## src/rtl/sm4bc_pkg.sv

```systemverilog
// SM4 block cipher shared definitions: S-box, FK constants, linear transforms, CK generator.
// Standalone package; used by the cipher core.
package sm4bc_pkg;

    localparam int unsigned NumRounds = 32;
    localparam int unsigned RkAddrW   = 5;
    localparam int unsigned WordW     = 32;

    localparam logic [WordW-1:0] FK0 = 32'hA3B1BAC6;
    localparam logic [WordW-1:0] FK1 = 32'h56AA3350;
    localparam logic [WordW-1:0] FK2 = 32'h677D9197;
    localparam logic [WordW-1:0] FK3 = 32'hB27022DC;

    localparam logic [7:0] SBOX [256] = '{
        8'hD6,8'h90,8'hE9,8'hFE,8'hCC,8'hE1,8'h3D,8'hB7,8'h16,8'hB6,8'h14,8'hC2,8'h28,8'hFB,8'h2C,8'h05,
        8'h2B,8'h67,8'h9A,8'h76,8'h2A,8'hBE,8'h04,8'hC3,8'hAA,8'h44,8'h13,8'h26,8'h49,8'h86,8'h06,8'h99,
        8'h9C,8'h42,8'h50,8'hF4,8'h91,8'hEF,8'h98,8'h7A,8'h33,8'h54,8'h0B,8'h43,8'hED,8'hCF,8'hAC,8'h62,
        8'hE4,8'hB3,8'h1C,8'hA9,8'hC9,8'h08,8'hE8,8'h95,8'h80,8'hDF,8'h94,8'hFA,8'h75,8'h8F,8'h3F,8'hA6,
        8'h47,8'h07,8'hA7,8'hFC,8'hF3,8'h73,8'h17,8'hBA,8'h83,8'h59,8'h3C,8'h19,8'hE6,8'h85,8'h4F,8'hA8,
        8'h68,8'h6B,8'h81,8'hB2,8'h71,8'h64,8'hDA,8'h8B,8'hF8,8'hEB,8'h0F,8'h4B,8'h70,8'h56,8'h9D,8'h35,
        8'h1E,8'h24,8'h0E,8'h5E,8'h63,8'h58,8'hD1,8'hA2,8'h25,8'h22,8'h7C,8'h3B,8'h01,8'h21,8'h78,8'h87,
        8'hD4,8'h00,8'h46,8'h57,8'h9F,8'hD3,8'h27,8'h52,8'h4C,8'h36,8'h02,8'hE7,8'hA0,8'hC4,8'hC8,8'h9E,
        8'hEA,8'hBF,8'h8A,8'hD2,8'h40,8'hC7,8'h38,8'hB5,8'hA3,8'hF7,8'hF2,8'hCE,8'hF9,8'h61,8'h15,8'hA1,
        8'hE0,8'hAE,8'h5D,8'hA4,8'h9B,8'h34,8'h1A,8'h55,8'hAD,8'h93,8'h32,8'h30,8'hF5,8'h8C,8'hB1,8'hE3,
        8'h1D,8'hF6,8'hE2,8'h2E,8'h82,8'h66,8'hCA,8'h60,8'hC0,8'h29,8'h23,8'hAB,8'h0D,8'h53,8'h4E,8'h6F,
        8'hD5,8'hDB,8'h37,8'h45,8'hDE,8'hFD,8'h8E,8'h2F,8'h03,8'hFF,8'h6A,8'h72,8'h6D,8'h6C,8'h5B,8'h51,
        8'h8D,8'h1B,8'hAF,8'h92,8'hBB,8'hDD,8'hBC,8'h7F,8'h11,8'hD9,8'h5C,8'h41,8'h1F,8'h10,8'h5A,8'hD8,
        8'h0A,8'hC1,8'h31,8'h88,8'hA5,8'hCD,8'h7B,8'hBD,8'h2D,8'h74,8'hD0,8'h12,8'hB8,8'hE5,8'hB4,8'hB0,
        8'h89,8'h69,8'h97,8'h4A,8'h0C,8'h96,8'h77,8'h7E,8'h65,8'hB9,8'hF1,8'h09,8'hC5,8'h6E,8'hC6,8'h84,
        8'h18,8'hF0,8'h7D,8'hEC,8'h3A,8'hDC,8'h4D,8'h20,8'h79,8'hEE,8'h5F,8'h3E,8'hD7,8'hCB,8'h39,8'h48
    };

    // Byte-wise S-box substitution (tau).
    function automatic logic [WordW-1:0] subst_word(input logic [WordW-1:0] x);
        subst_word = {SBOX[x[31:24]], SBOX[x[23:16]], SBOX[x[15:8]], SBOX[x[7:0]]};
    endfunction

    // L: b ^ b<<<2 ^ b<<<10 ^ b<<<18 ^ b<<<24
    function automatic logic [WordW-1:0] lin_round(input logic [WordW-1:0] b);
        lin_round = b ^ {b[29:0], b[31:30]} ^ {b[21:0], b[31:22]}
                      ^ {b[13:0], b[31:14]} ^ {b[7:0], b[31:8]};
    endfunction

    // L': b ^ b<<<13 ^ b<<<23
    function automatic logic [WordW-1:0] lin_key(input logic [WordW-1:0] b);
        lin_key = b ^ {b[18:0], b[31:19]} ^ {b[8:0], b[31:9]};
    endfunction

    // CK[i] byte j = (4i + j) * 7 mod 256
    function automatic logic [WordW-1:0] ck_word(input logic [RkAddrW-1:0] i);
        logic [7:0] b0;
        logic [7:0] b1;
        logic [7:0] b2;
        logic [7:0] b3;
        b0 = 8'({1'b0, i, 2'd0} * 8'd7);
        b1 = 8'({1'b0, i, 2'd1} * 8'd7);
        b2 = 8'({1'b0, i, 2'd2} * 8'd7);
        b3 = 8'({1'b0, i, 2'd3} * 8'd7);
        ck_word = {b0, b1, b2, b3};
    endfunction

endpackage

```

## src/rtl/sm4bc_ram.sv

```systemverilog
// Generic single-write, single-read synchronous RAM with registered read data.
// No dependencies.
module sm4bc_ram #(
    parameter int unsigned WIDTH = 32,
    parameter int unsigned DEPTH = 32
) (
    input  logic                     clk,
    input  logic                     we,
    input  logic [$clog2(DEPTH)-1:0] waddr,
    input  logic [WIDTH-1:0]         wdata,
    input  logic [$clog2(DEPTH)-1:0] raddr,
    output logic [WIDTH-1:0]         rdata
);

    logic [WIDTH-1:0] mem [DEPTH];

    always_ff @(posedge clk)
    begin
        if (we)
        begin
            mem[waddr] <= wdata;
        end
        rdata <= mem[raddr];
    end

endmodule

```

## src/rtl/sm4_block_cipher_core.sv

```systemverilog
// SM4 block cipher core: 128-bit key in APB registers, round keys cached in a 32x32 RAM.
// Depends on sm4bc_pkg and sm4bc_ram.
// Per block: key expansion into the RAM first when the round keys are stale, then a
//   round-key prefetch, 32 rounds on the shared S-box/linear datapath, and the idle
//   cycle that carries the done beat, in which the next block can already be accepted.
// Reset: asynchronous, active low; clears the key, marks round keys stale, goes idle.
// The result beat lasts one cycle on done; the receiver cannot stall it.
module sm4_block_cipher_core (
    input  logic        clk,
    input  logic        rst_n,
    // command channel
    input  logic        start,
    output logic        busy,
    input  logic        cmd,
    input  logic [63:0] block_high,
    input  logic [63:0] block_low,
    // result channel
    output logic        done,
    output logic [63:0] out_high,
    output logic [63:0] out_low,
    // configuration (APB style): key_high at 0x0, key_low at 0x8
    input  logic        psel,
    input  logic        penable,
    input  logic        pwrite,
    input  logic [3:0]  paddr,
    input  logic [63:0] pwdata,
    output logic [63:0] prdata,
    output logic        pready
);

    localparam int unsigned AW = sm4bc_pkg::RkAddrW;
    localparam int unsigned WW = sm4bc_pkg::WordW;

    // sequencer codes
    localparam logic [1:0] ST_IDLE  = 2'd0;
    localparam logic [1:0] ST_KEXP  = 2'd1;   // one round key per cycle into the RAM
    localparam logic [1:0] ST_PREF  = 2'd2;   // fetch first round key
    localparam logic [1:0] ST_ROUND = 2'd3;   // one cipher round per cycle

    localparam logic [AW-1:0] LAST_IDX = AW'(sm4bc_pkg::NumRounds - 1);

    // register select: bit 3 of the byte address picks the 64-bit key half
    localparam logic REG_KEY_HIGH = 1'b0;
    localparam logic REG_KEY_LOW  = 1'b1;

    logic [1:0]    state_reg, state_next;
    logic [AW-1:0] cnt_reg, cnt_next;
    logic          ready_reg, ready_next;     // round keys in RAM match the key
    logic          done_reg, done_next;
    logic          dec_reg, dec_next;
    logic [63:0]   key_high_reg, key_low_reg;

    // block words X0..X3 and key schedule words K0..K3
    logic [WW-1:0] x_reg [4];
    logic [WW-1:0] x_next [4];
    logic [WW-1:0] k_reg [4];
    logic [WW-1:0] k_next [4];
    logic [63:0]   out_high_reg, out_high_next;
    logic [63:0]   out_low_reg, out_low_next;

    // round key RAM
    logic          rk_we;
    logic [AW-1:0] rk_raddr, rd_idx;
    logic [WW-1:0] rk_rdata;

    // shared datapath
    logic [WW-1:0] sub_in, sub_out, mix_out, new_word;

    logic accept, cfg_wr;

    assign accept = start && !busy;
    assign cfg_wr = psel && penable && pwrite && pready;

    assign busy     = (state_reg != ST_IDLE);
    assign done     = done_reg;
    assign out_high = out_high_reg;
    assign out_low  = out_low_reg;
    assign pready   = 1'b1;

    always_comb
    begin
        unique case (paddr[3])
            REG_KEY_HIGH: prdata = key_high_reg;
            REG_KEY_LOW:  prdata = key_low_reg;
            default:      prdata = key_high_reg;
        endcase
    end

    // key registers; any write marks the cached round keys stale
    always_ff @(posedge clk or negedge rst_n)
    begin
        if (!rst_n)
        begin
            key_high_reg <= '0;
            key_low_reg  <= '0;
        end
        else if (cfg_wr)
        begin
            if (paddr[3] == REG_KEY_HIGH)
            begin
                key_high_reg <= pwdata;
            end
            else
            begin
                key_low_reg <= pwdata;
            end
        end
    end

    // One S-box bank and XOR tree serve both key expansion (L') and rounds (L).
    assign sub_in  = (state_reg == ST_KEXP)
                   ? (k_reg[1] ^ k_reg[2] ^ k_reg[3] ^ sm4bc_pkg::ck_word(cnt_reg))
                   : (x_reg[1] ^ x_reg[2] ^ x_reg[3] ^ rk_rdata);
    assign sub_out = sm4bc_pkg::subst_word(sub_in);
    assign mix_out = (state_reg == ST_KEXP) ? sm4bc_pkg::lin_key(sub_out)
                                            : sm4bc_pkg::lin_round(sub_out);
    assign new_word = ((state_reg == ST_KEXP) ? k_reg[0] : x_reg[0]) ^ mix_out;

    // read one key ahead of the round that uses it; decrypt walks 31..0 (~i)
    assign rd_idx   = (state_reg == ST_ROUND) ? (cnt_reg + AW'(1)) : cnt_reg;
    assign rk_raddr = dec_reg ? ~rd_idx : rd_idx;
    assign rk_we    = (state_reg == ST_KEXP);

    sm4bc_ram #(
        .WIDTH (WW),
        .DEPTH (sm4bc_pkg::NumRounds)
    ) u_rk_ram (
        .clk   (clk),
        .we    (rk_we),
        .waddr (cnt_reg),
        .wdata (new_word),
        .raddr (rk_raddr),
        .rdata (rk_rdata)
    );

    always_comb
    begin
        state_next    = state_reg;
        cnt_next      = cnt_reg;
        ready_next    = ready_reg;
        done_next     = 1'b0;
        dec_next      = dec_reg;
        x_next        = x_reg;
        k_next        = k_reg;
        out_high_next = out_high_reg;
        out_low_next  = out_low_reg;

        unique case (state_reg)
            ST_IDLE:
            begin
                if (accept)
                begin
                    dec_next  = cmd;
                    cnt_next  = '0;
                    x_next[0] = block_high[63:32];
                    x_next[1] = block_high[31:0];
                    x_next[2] = block_low[63:32];
                    x_next[3] = block_low[31:0];
                    k_next[0] = key_high_reg[63:32] ^ sm4bc_pkg::FK0;
                    k_next[1] = key_high_reg[31:0]  ^ sm4bc_pkg::FK1;
                    k_next[2] = key_low_reg[63:32]  ^ sm4bc_pkg::FK2;
                    k_next[3] = key_low_reg[31:0]   ^ sm4bc_pkg::FK3;
                    state_next = ready_reg ? ST_PREF : ST_KEXP;
                end
            end
            ST_KEXP:
            begin
                k_next[0] = k_reg[1];
                k_next[1] = k_reg[2];
                k_next[2] = k_reg[3];
                k_next[3] = new_word;
                cnt_next  = cnt_reg + AW'(1);
                if (cnt_reg == LAST_IDX)
                begin
                    // last write lands at this edge; first read issues next cycle
                    ready_next = 1'b1;
                    state_next = ST_PREF;
                end
            end
            ST_PREF:
            begin
                state_next = ST_ROUND;
            end
            ST_ROUND:
            begin
                x_next[0] = x_reg[1];
                x_next[1] = x_reg[2];
                x_next[2] = x_reg[3];
                x_next[3] = new_word;
                cnt_next  = cnt_reg + AW'(1);
                if (cnt_reg == LAST_IDX)
                begin
                    // reverse word order: {X35, X34} {X33, X32}
                    out_high_next = {new_word, x_reg[3]};
                    out_low_next  = {x_reg[2], x_reg[1]};
                    done_next     = 1'b1;
                    state_next    = ST_IDLE;
                end
            end
            default:
            begin
                state_next = ST_IDLE;
            end
        endcase

        // key write is only legal while idle; its stale mark wins over the ready set by key expansion
        if (cfg_wr)
        begin
            ready_next = 1'b0;
        end
    end

    always_ff @(posedge clk or negedge rst_n)
    begin
        if (!rst_n)
        begin
            state_reg <= ST_IDLE;
            cnt_reg   <= '0;
            ready_reg <= 1'b0;
            done_reg  <= 1'b0;
            dec_reg   <= 1'b0;
        end
        else
        begin
            state_reg <= state_next;
            cnt_reg   <= cnt_next;
            ready_reg <= ready_next;
            done_reg  <= done_next;
            dec_reg   <= dec_next;
        end
    end

    // payload registers
    always_ff @(posedge clk)
    begin
        x_reg        <= x_next;
        k_reg        <= k_next;
        out_high_reg <= out_high_next;
        out_low_reg  <= out_low_next;
    end

endmodule

```

## config.mk

```make
export PLATFORM = sky130hd
export DESIGN_NAME = sm4_block_cipher_core
export DESIGN_NICKNAME = d
export VERILOG_FILES = /design/src/rtl/sm4bc_pkg.sv /design/src/rtl/sm4bc_ram.sv /design/src/rtl/sm4_block_cipher_core.sv
export SDC_FILE = /design/constraint.sdc
export NUM_CORES = 2
export LEC_CHECK = 0
export ABC_AREA = 1
export BUFFER_PORTS_ARGS = -buffer_cell sky130_fd_sc_hd__buf_2
export CORE_MARGIN = 4
export CORE_UTILIZATION = 35
export DETAILED_ROUTE_END_ITERATION = 7
export SLEW_MARGIN = 15
export SYNTH_ARGS = -nofsm -noshare
export SYNTH_HDL_FRONTEND = slang
export SYNTH_HIERARCHICAL = 1
export SYNTH_SLANG_ARGS = --single-unit
```

## constraint.sdc

```tcl
create_clock -name clk -period 10.6 [get_ports clk]
set_input_delay 1.06 -clock clk [delete_from_list [all_inputs] [get_ports clk]]
set_output_delay 1.06 -clock clk [all_outputs]
set_load 0.005 [all_outputs]
```

* Word level (Yosys, flattened, before mapping) *
Memory sizes are Yosys's and may differ from the RTL's. A register that Yosys moved wholly into a read port is not among the register bits.
Cells that the tools add are included.

word-level totals
  bits in registers = 522
  bits in latches = 0
  memory bits (writable) = 1024
  ROM bits = 8192
  input port bits = 203
  output and inout port bits = 195
  memories kept = 5

memories
  name             depth  width  read ports  clocked after memory_dff  wr ports  RTL line         source
  (no name shown)  256    8      1           0                         0         sm4bc_pkg.sv:35  subst_word = {SBOX[x[31:24]], SBOX[x[23:16]], SBOX[x[15:8]], SBOX[x[7:0]]};
  (no name shown)  256    8      1           0                         0         sm4bc_pkg.sv:35
  (no name shown)  256    8      1           0                         0         sm4bc_pkg.sv:35
  (no name shown)  256    8      1           0                         0         sm4bc_pkg.sv:35
  u_rk_ram.mem     32     32     1           1                         1         sm4bc_ram.sv:15  logic [WIDTH-1:0] mem [DEPTH];

operators by class
  $add $sub $neg = 1
  $mul = 4
  div/mod/pow operators = 0
  order comparisons = 4
  eq/ne operators = 7
  shift operators = 0
  multiplexer cells = 32
  bitwise gates (word level) = 23
  reductions and logical operators = 21

operators with widths
  operator             number
  $pmux 128 s2         2
  $xor 32x32->32       13
  $mux 128             2
  $pmux 64 s2          1
  $mux 32              3
  $mux 8               8
  $ge 9x9->1 const B   4
  $not 8->9            4
  $not 14->14          2
  $not 19->19          1
  $not 17->17          1
  $mul 7x3->8 const B  2
  $reduce_and 2->1     8
  $mux 5               3
  $reduce_bool 2->1    6
  $pmux 5 s2           1
  $mux 2               4
  $pmux 2 s4           1
  $mul 6x3->7 const B  1
  $mux 1               7
  $mul 5x3->6 const B  1
  $add 5x1->5 const B  1
  $eq 5x5->1 const B   1
  $not 5->5            1
  10 further kinds     14

* Longest topological paths before layout *
  depth in word-level cells = 15
  mapped depth = 32
  depth with buffers taken out = 31

* Cells and area by module *
The synthesis kept the hierarchy.

by module, submodules not included
  module                 times used  cells each  area each (um^2)
  sm4bc_ram              1           3536        42405.7
  sm4_block_cipher_core  1           6117        40857.9

* Worst setup path before layout *
OpenSTA, ideal clock, no wires.

  path kind = flip-flop to flip-flop
  start = reg state_reg[1]
  end = reg k_reg[0] (netlist name), enable pin
  library setup time = 792 ps
  arrival time = 10874 ps
  data required time = 9808 ps
  path slack = -1067 ps
  cell stages (with the launch flop) = 11
  path buffers = 6
  cell sequence = dfrtp_1 inv_1 ha_1 inv_2 buf_6 buf_4 clkbuf_1 clkbuf_1 clkbuf_1 clkbuf_1 o21ai_0

between the ends
  elaborated cells on any way between the ends = 8
  those cells by class = eq/ne: 2; reduce/logical: 6

RTL lines
  what                         RTL line                      source
  from (decl)                  sm4_block_cipher_core.sv:46   logic [1:0] state_reg, state_next;
  from (signal assigned)       sm4_block_cipher_core.sv:225  state_reg <= state_next;
  $eq 2x1->1                   -
  net rk_we                    sm4_block_cipher_core.sv:62   logic rk_we;
  $reduce_bool 2->1 (no line)  -
  $reduce_and 2->1 (no line)   -
  to (signal assigned)         sm4_block_cipher_core.sv:237  k_reg <= k_next;
  to (decl)                    sm4_block_cipher_core.sv:56   logic [WW-1:0] k_reg [4];

The timed path passes the listed nets, and every way through them passes these cells.
A chain may end at the register's enable or synchronous reset.

* Worst setup path in the final report *
  start = reg cnt_reg[0]
  end = mem u_rk_ram.mem[4][10] (data pin)

between the ends
  longest elaborated chain between the ends = 13
  elaborated cells on any way between the ends = 30
  those cells by class = mul: 4; mux: 10; bitwise: 12; memory: 4

RTL lines
  what                                        RTL line                      source
  from (decl)                                 sm4_block_cipher_core.sv:47   logic [AW-1:0] cnt_reg, cnt_next;
  from (signal assigned)                      sm4_block_cipher_core.sv:226  cnt_reg <= cnt_next;
  $mul 6x3->7                                 sm4bc_pkg.sv:57               b2 = 8'({1'b0, i, 2'd2} * 8'd7);
  $xor 32x32->32 *                            sm4_block_cipher_core.sv:112  ? (k_reg[1] ^ k_reg[2] ^ k_reg[3] ^ sm4bc_pkg::ck_word(cnt_reg))
  $mux 32 *                                   sm4_block_cipher_core.sv:112
  $not 8->9 (implied by the code)             sm4bc_pkg.sv:35
  $mem_v2 256x8                               -
  $mux 8 (implied by the code) (2 in series)  sm4bc_pkg.sv:35
  $xor 32x32->32 (2 in series)                sm4bc_pkg.sv:40               lin_round = b ^ {b[29:0], b[31:30]} ^ {b[21:0], b[31:22]}
  $xor 32x32->32 (2 in series)                sm4bc_pkg.sv:41               ^ {b[13:0], b[31:14]} ^ {b[7:0], b[31:8]};
  $mux 32 *                                   sm4_block_cipher_core.sv:115  assign mix_out = (state_reg == ST_KEXP) ? sm4bc_pkg::lin_key(sub_out)
  $xor 32x32->32 *                            sm4_block_cipher_core.sv:117  assign new_word = ((state_reg == ST_KEXP) ? k_reg[0] : x_reg[0]) ^ mix_out;
  net new_word[10]                            sm4_block_cipher_core.sv:67   logic [WW-1:0] sub_in, sub_out, mix_out, new_word;
  to (decl)                                   sm4bc_ram.sv:15

The timed path passes the listed nets; every way through them passes the cells marked *. The select of a mux whose other input is x is not followed.

==> metrics <==
max-slew violations 0; Die Wd ~500 um; Slew Limit Headroom 0.1940; max reg flops a little over 1,000; Worst Path Required 11,070 ps; Clk Latency, worst-skew pair 870 ps; Post-Syn Area 83,260 um2; Worst setup SP type flip-flop; Post-synth EDFFs between 1,000 and 1,500; Row Count 178; part of the cycle the worst path needs 0.6853; Die H roughly 500 um; endpoints failing setup 0; Fillers around 24,000; per-cell routed wire length 26.30 um; TritonCTS Buffers about 170; fmax around 0.14 GHz; GRT Total Usage 0.2705; Reg-to-Reg Start cnt_reg[0]; CP startpoint cnt_reg[0]; top-area cell type share of the netlist area 0.5078; Worst-Margin Slew ~1200 ps; Initial Util 0.3527; GR Overflow Total 0; Mapped Cells a little under 10,000; Post-synth top cells nand2_1, nand3_1, edfxtp_1; CTS hold repair buffers 0; Routability Congestion 0.9424; Post-route DRC 1; Final HPWL DP between 200,000 and 250,000 um; CP Class reg2reg; FF+latch count, synth between 1,500 and 2,000; FF-to-FF setup slack roughly 3300 ps; Post-DRT Antenna Nets 0; area delta synth->final 11.74%; # H-tree levels 4; Cell variety after synth 49; nets@finish between 10,000 and 15,000; CP arrival roughly 7700 ps; violated checks DRC; final hold vios 0; drt pass-1 iters 8; Avg Cell Area, Syn about 8.6 um2; sequential element share of the synthesized area 0.5570; post-CTS sizing 0; fraction of layout instances using a drive strength above 1 0.1087; cell family with most CP delay simple AND/OR/NAND/NOR gates; Total Wirelength 345,000 um; CP max stage delay roughly 900 ps; most common cell in the netlist nand2_1; Initial DRC Count 8,342; Ports 398; critical path depth 29; area leader, netlist edfxtp_1; Sequential Area ~46,000 um2; R2R Path End u_rk_ram/mem[4][10]; worst min path class in2async; WP buf/inv 6; Bufs on Longest Clock Path 3; clk sinks about 1,600; cell mode on critical path nand2_1; clock slew at reported path FFs 60 ps; maxcap violations 0; outcome complete, but fails checks; clock root cell clkbuf_16; core area roughly 240,000 um2; Worst setup EP type flip-flop; Tmin final 7264 ps; Layout Skew about 95 ps; Port Buf Inserts about 390; die area approximately 250,000 um2; via/cell ratio approximately 5.5; CTS tree yes; post-CTS setup buffer count 0; setup TNS 0 ps; multi-input logic area about 32,000 um2; vias in the first global route ~66,000; R2R cell count 29; Post-synth top flop edfxtp_1; crit path max-delay cell type and2_1; Async SR Flop Fraction 0.08745; Worst Path Max Fanout 63; Via Count ~72,000; syn nets between 9,000 and 10,000; RSZ-0062 raised after global routing false; initial antenna violation count 16; first-pass GRT wire length 481,700 um; yosys warns 6; termination of the worst setup path u_rk_ram/mem[4][10]; largest net degree at the start of global routing between 200 and 300; top post-synthesis cells by area edfxtp_1, nand2_1, nand3_1
-- worst min-delay path by stage --
stage,from,endpoint,slack (ps),depth (start not counted)
after floorplan,x_reg[27],out_high[27],450,0
after global placement,x_reg[34],out_low[34],460,0
after detailed placement,x_reg[34],out_low[34],470,0
after CTS,rst_n,state_reg[0],230,1
after global routing,rst_n,state_reg[0],280,1
final,rst_n,state_reg[0],250,1
-- kinds of logic after synthesis --
logic type	Yosys count	synth area share
and+or+nand+nor	6372	0.3266
DFF	1578	0.5570
buffers and inverters	965	0.05865
AOI/OAI and AO/OA	544	0.03383
xor gates and xnor gates	131	0.01405
adders and majority gates	58	0.009347
muxes	4	0.0004809
other	1	0.00004504
-- area by class of cell --
cell class,instances,share of cell area
Inverter,432,0.01787
Clock inverter,82,0.01077
Antenna cell,12,0.0003228
Sequential cell,1578,0.4985
Timing Repair Buffer,529,0.03322
Tap cell,3150,0.04236
Clock buffer,225,0.04844
Multi-Input combinational cell,7110,0.3486
-- stage by stage --
stage / cell area [um2] / std cells / utilization / setup slack (ps) / hold WS [ps]
finish: 93040 / 13118 / 0.3941 / 3336 / 246.4
global route: 93010 / 13108 / 0.3940 / 2978 / 277.4
CTS: 92940 / 13102 / 0.3937 / 3288 / 234.6
detailed placement: 87430 / 12795 / 0.3704 / 3365 / 469.7
global placement: 87430 / 12795 / 0.3704 / 3363 / 464.5
floorplan: 83260 / 9653 / - / 2389 / 449.8
-- placed cells by master, fill, tap and decap left out, types with 19 or more instances in the layout --
cell type and n:
nand3b_1 19, inv_2 59, buf_2 391, buf_4 129, nor2_4 35, nand2_1 4038, o21ai_1 46, xnor2_1 72
nand2_2 92, dfrtp_1 138, xor2_1 51, nor2_1 129, dfxtp_1 32, nand4_1 22, a21oi_1 83, clkbuf_1 47
nand2_4 21, o21ai_0 374, o211ai_1 25, or2_2 47, edfxtp_1 1408, clkinv_1 28, inv_1 360, clkbuf_16 167
ha_1 49, nand3_1 1894, and2_1 27, clkinv_2 24
-- routing by layer --
metal,up-vias,GRT usage,wire (um)
met2,3397,0.4315,159400
met1,35054,0.3510,135800
met3,660,0.03480,25520
met4,2,0.1662,24280
li1,32649,-,-
met5,-,0,13
Power is not shown: default switching activity piles up to over one toggle a cycle in this logic, so the estimate is an artifact.
